**config.mk**
```make
export PLATFORM = sky130hd
export DESIGN_NAME = ptbl_linear
export DESIGN_NICKNAME = d
export VERILOG_FILES = /design/src/rtl/core/ptbl_pkg.sv /design/src/rtl/core/ptbl_linear.sv
export SDC_FILE = /design/constraint.sdc
export NUM_CORES = 2
export LEC_CHECK = 0
export ABC_AREA = 1
export BUFFER_PORTS_ARGS = -buffer_cell sky130_fd_sc_hd__buf_2
export CAP_MARGIN = 10
export CORE_ASPECT_RATIO = 0.5
export CORE_MARGIN = 4
export CORE_UTILIZATION = 48
export CTS_CLUSTER_DIAMETER = 150
export DETAILED_ROUTE_END_ITERATION = 6
export RECOVER_POWER = 50
export SLEW_MARGIN = 20
export SYNTH_ARGS = -nofsm -noshare
export SYNTH_HDL_FRONTEND = slang
export SYNTH_SLANG_ARGS = --single-unit
```
**constraint.sdc**
```tcl
create_clock -name clk_i -period 6.59 [get_ports clk_i]
set_clock_uncertainty 0.2 [all_clocks]
set_input_delay 0.659 -clock clk_i [delete_from_list [all_inputs] [get_ports clk_i]]
set_output_delay 0.659 -clock clk_i [all_outputs]
set_load 0.02 [all_outputs]
```
**src/rtl/core/ptbl_pkg.sv**
```systemverilog
`default_nettype none
package ptbl_pkg;

  localparam int unsigned COORD_BITS_DEF      = 32;
  localparam int unsigned AXIS_BLOCK_BITS_DEF = 12;
  localparam int unsigned DIV_STEP_BITS       = 4;
  localparam int unsigned CFG_IDX_W           = 3;
  localparam int unsigned NUM_AXES            = 3;
  localparam int unsigned SIZE_RST            = 32;

  localparam logic [CFG_IDX_W-1:0] CFG_ORIGIN_X     = 3'd0;
  localparam logic [CFG_IDX_W-1:0] CFG_ORIGIN_Y     = 3'd1;
  localparam logic [CFG_IDX_W-1:0] CFG_ORIGIN_Z     = 3'd2;
  localparam logic [CFG_IDX_W-1:0] CFG_BLOCK_WIDTH  = 3'd3;
  localparam logic [CFG_IDX_W-1:0] CFG_BLOCK_HEIGHT = 3'd4;
  localparam logic [CFG_IDX_W-1:0] CFG_BLOCK_DEPTH  = 3'd5;
  localparam logic [CFG_IDX_W-1:0] CFG_GRID_DIMS    = 3'd6;

endpackage
`default_nettype wire

```
**src/rtl/core/ptbl_linear.sv**
```systemverilog
`default_nettype none
module ptbl_linear #(
  parameter int unsigned AXIS_BLOCK_BITS = ptbl_pkg::AXIS_BLOCK_BITS_DEF,
  localparam int unsigned LIN_W = 3 * AXIS_BLOCK_BITS
) (
  input  wire logic                         clk_i,
  input  wire logic [1:0]                   en_i,
  input  wire logic [LIN_W-1:0]             grid_dims_i,
  input  wire logic [AXIS_BLOCK_BITS-1:0]   bx_i,
  input  wire logic [AXIS_BLOCK_BITS-1:0]   by_i,
  input  wire logic [AXIS_BLOCK_BITS-1:0]   bz_i,
  input  wire logic                         in_grid_i,
  output logic [LIN_W-1:0]                  lin_o
);

  localparam int unsigned AB = AXIS_BLOCK_BITS;

  logic [2*AB-1:0]  wh_q;
  logic [LIN_W-1:0] zwh_q;
  logic [2*AB-1:0]  yw_q;
  logic [AB-1:0]    bx_q;
  logic             in_q;
  logic [LIN_W-1:0] lin_q;

  // plane size, follows configuration
  always_ff @(posedge clk_i) begin
    wh_q <= grid_dims_i[AB-1:0] * grid_dims_i[2*AB-1:AB];
  end

  always_ff @(posedge clk_i) begin
    if (en_i[0]) begin
      zwh_q <= bz_i * wh_q;
      yw_q  <= by_i * grid_dims_i[AB-1:0];
      bx_q  <= bx_i;
      in_q  <= in_grid_i;
    end
    if (en_i[1]) begin
      lin_q <= in_q ? (zwh_q + LIN_W'(yw_q) + LIN_W'(bx_q)) : '0;
    end
  end

  assign lin_o = lin_q;

endmodule
`default_nettype wire

```
==> metrics.cfg <==
[detailed_routing]
post_drt_wl_per_cell_um = 15.6
wl_met1_mm = 30.4
num_vias = 19800
wl_mm = 61.8
first_pass_iters = 5
met2WireLength_mm = 26.3
ant_nets = 0
routed_via_density = 4.99
highest_layer = met4
dr_wl_met3_mm = 4.31
route.detailed.drc = 0
initialDrtViolationCount = 1295

[critical_path]
crit_type = input pin to register
crit_arrival_ns = 5.57
worst_path_max_delay_cell = clkbuf_1
endpoint_kind = register
cpPeakStageDelay_ns = 0.95
path_common_cell = nand2_1
start_kind = input pin
cp_cell_sequence = clkbuf_1, nand2_1, fa_1, inv_1, fa_1, inv_1, fa_1, fa_1, inv_1, ha_1, a21oi_1, nand2_1, nand2_1, nand2_1, nand2_1, nand2_1, nand3_1, nand2_1, xor2_1
required_ns = 6.57
crit_fanout = 24
crit_family = adder cells
path_buf_inv = 4

[cts]
clockBufferDepth = 2
h-tree-depth = 4
clkTransAtPathRegs_ns = 0.07
cts_root_buf = clkbuf_16
cts_tree = done
post-cts-setup-buffers = 0
post_cts_resized = 0
postCtsHoldBufs = 0
cts_sinks = 133
numCtsBuffers = 17
clk_latency_ns = 0.44

[floorplan]
core_region_area_um2 = 52100
die_width_um = 333
die_h_um = 171
row_count = 59
pin_count = 112
die_area_um2 = 56900
floorplan.initialDensity_pct = 48.7

[synth]
ys_seq_elements = 133
synth-warning-count = 0
synth_ff_type = edfxtp_1
ys_types = 41
postSynthCellCount = 3232
synth_top_family_by_area = adder cells
synth_edf_count = 109
syn_area_um2 = 25400
synth-compound-area-share_pct = 4.90
synth_mux_area_share_pct = 0
synth_fa_ha_area_share_pct = 45.7
synthXorXnorAreaFrac_pct = 1.79
avgSynthCellArea_um2 = 7.86
synth-seq-area-share_pct = 14.8
synthArstFlopShare_pct = 0
synth_simple_gate_area_share_pct = 18.6
syn-num-nets = 3975

[sta]
setup-violations-final = 0
tightestPinTransition_ns = 3.81
min_period_ns = 5.59
final.setup.tns_ns = 0
max_freq_mhz = 179
slew_headroom_pct = -154
finalHoldViolCount = 0
rsz0062_at_grt = no
post-route-period-util_pct = 84.8
slew_viol_final = 111

[layout]
layout.cells.most_common_list = 918 x nand2_1, 858 x inv_1, 433 x fa_1
nNetsFinal = 4000
drive_above_1_share_pct = 4.83
regArea_um2 = 3750
final_common_cell = nand2_1
multi_input_area_um2 = 18000
nFillCells = 5124
syn2layout_area_growth_pct = 6.42

[flow_run]
maxCapViolations = 2

[grt]
grt_pass1_wl_mm = 103
gr-total-overflow = 0
antenna_found_initial = 2
grt_pass1_vias = 19900
grt_usage_pct = 22.5
grt_max_degree = 74

[outcome]
outcome = finished, violations left
violations = capacitance limit, slew limit

[placement]
dp_hpwl_mm = 51.1
place_congestion = 0.905
portBuffers = 99

[worst_hold_path]
hold_path_class = input pin to register

logic make-up (layout without fill, tap and decap cells):
logic type / Yosys count / in the layout
compound gates: 228 / 228
xor+xnor: 52 / 52
fa+ha+maj: 667 / 667
buf+inv: 965 / 1003
flops: 133 / 133
other cells: 0 / 1
simple gates: 1187 / 1187
synth_stat cells (3+ instances only):
| cell | instances | area, µm² |
|---|---|---|
| nand2_2 | 8 | 50.1 |
| nand4_1 | 13 | 81.3 |
| nor3_1 | 17 | 85.1 |
| xor2_1 | 35 | 307 |
| nand3_2 | 3 | 30.0 |
| dfxtp_1 | 24 | 480 |
| xnor2_1 | 17 | 149 |
| nand3_1 | 77 | 385 |
| inv_2 | 8 | 30.0 |
| o21ai_0 | 60 | 300 |
| clkbuf_1 | 97 | 364 |
| o21ai_2 | 4 | 35.0 |
| nand2_1 | 918 | 3450 |
| a21o_1 | 8 | 60.1 |
| nor4_1 | 3 | 18.8 |
| fa_1 | 433 | 8670 |
| edfxtp_1 | 109 | 3270 |
| o21bai_1 | 7 | 52.6 |
| nor2_2 | 4 | 25.0 |
| nand3b_1 | 8 | 60.1 |
| inv_1 | 858 | 3220 |
| a21oi_1 | 123 | 616 |
| a21oi_2 | 3 | 26.3 |
| o21a_1 | 8 | 60.1 |
| ha_1 | 234 | 2930 |
| nor2_1 | 129 | 484 |
| o21ai_1 | 6 | 30.0 |
worst paths after layout:
check / startpoint / to / slack (ns) / cells after the start
worst max-delay path: grid_dims_i[0] / yw_q[16]$_DFFE_PP_ / 1.00 / 19
worst min-delay path: bx_i[11] / bx_q[11]$_DFFE_PP_ / 0.19 / 1
worst max register to register: wh_q[16]$_DFF_P_ / zwh_q[32]$_DFFE_PP_ / 1.00 / 18
worst min register to register: zwh_q[33]$_DFFE_PP_ / lin_o[33]$_SDFFCE_PN0P_ / 0.46 / 2
registers in the layout (all words and copies together), names as in the netlist:
signal  cells
lin_o      36
zwh_q      36
wh_q       24
yw_q       24
bx_q       12
in_q        1
cell type report:
type / instances / share of cell area, %
antenna: 1 / 0.00926
clock buffer: 17 / 1.57
clock inverter: 15 / 0.662
inverter: 866 / 12.0
multi-input combinational: 2134 / 66.7
sequential: 133 / 13.9
tap: 701 / 3.24
timing repair buffer: 105 / 1.93
stage by stage:
step                setup WS [ns]  cells  util [%]  instance area [µm²]  hold WS [ns]
finish                       1.00   3972      51.9                27000         0.186
floorplan                    1.39   3232         -                25400         0.306
detailed placement          0.595   3939      50.7                26400         0.450
global route                0.711   3972      51.9                27000         0.160
CTS                          1.08   3971      51.9                27000         0.153
global placement            0.701   3939      50.7                26400         0.419
layer usage:
metal  GRT usage, %  vias to the layer above
met2           34.6                      566
met1           34.1                     9636
li1               -                     9564
met4           4.30                        0
met5              0                        -
met3           3.59                       69
Power is left out: the tool's default activity adds up to more than one toggle a clock period on the data nets, which glitch-free logic cannot reach.
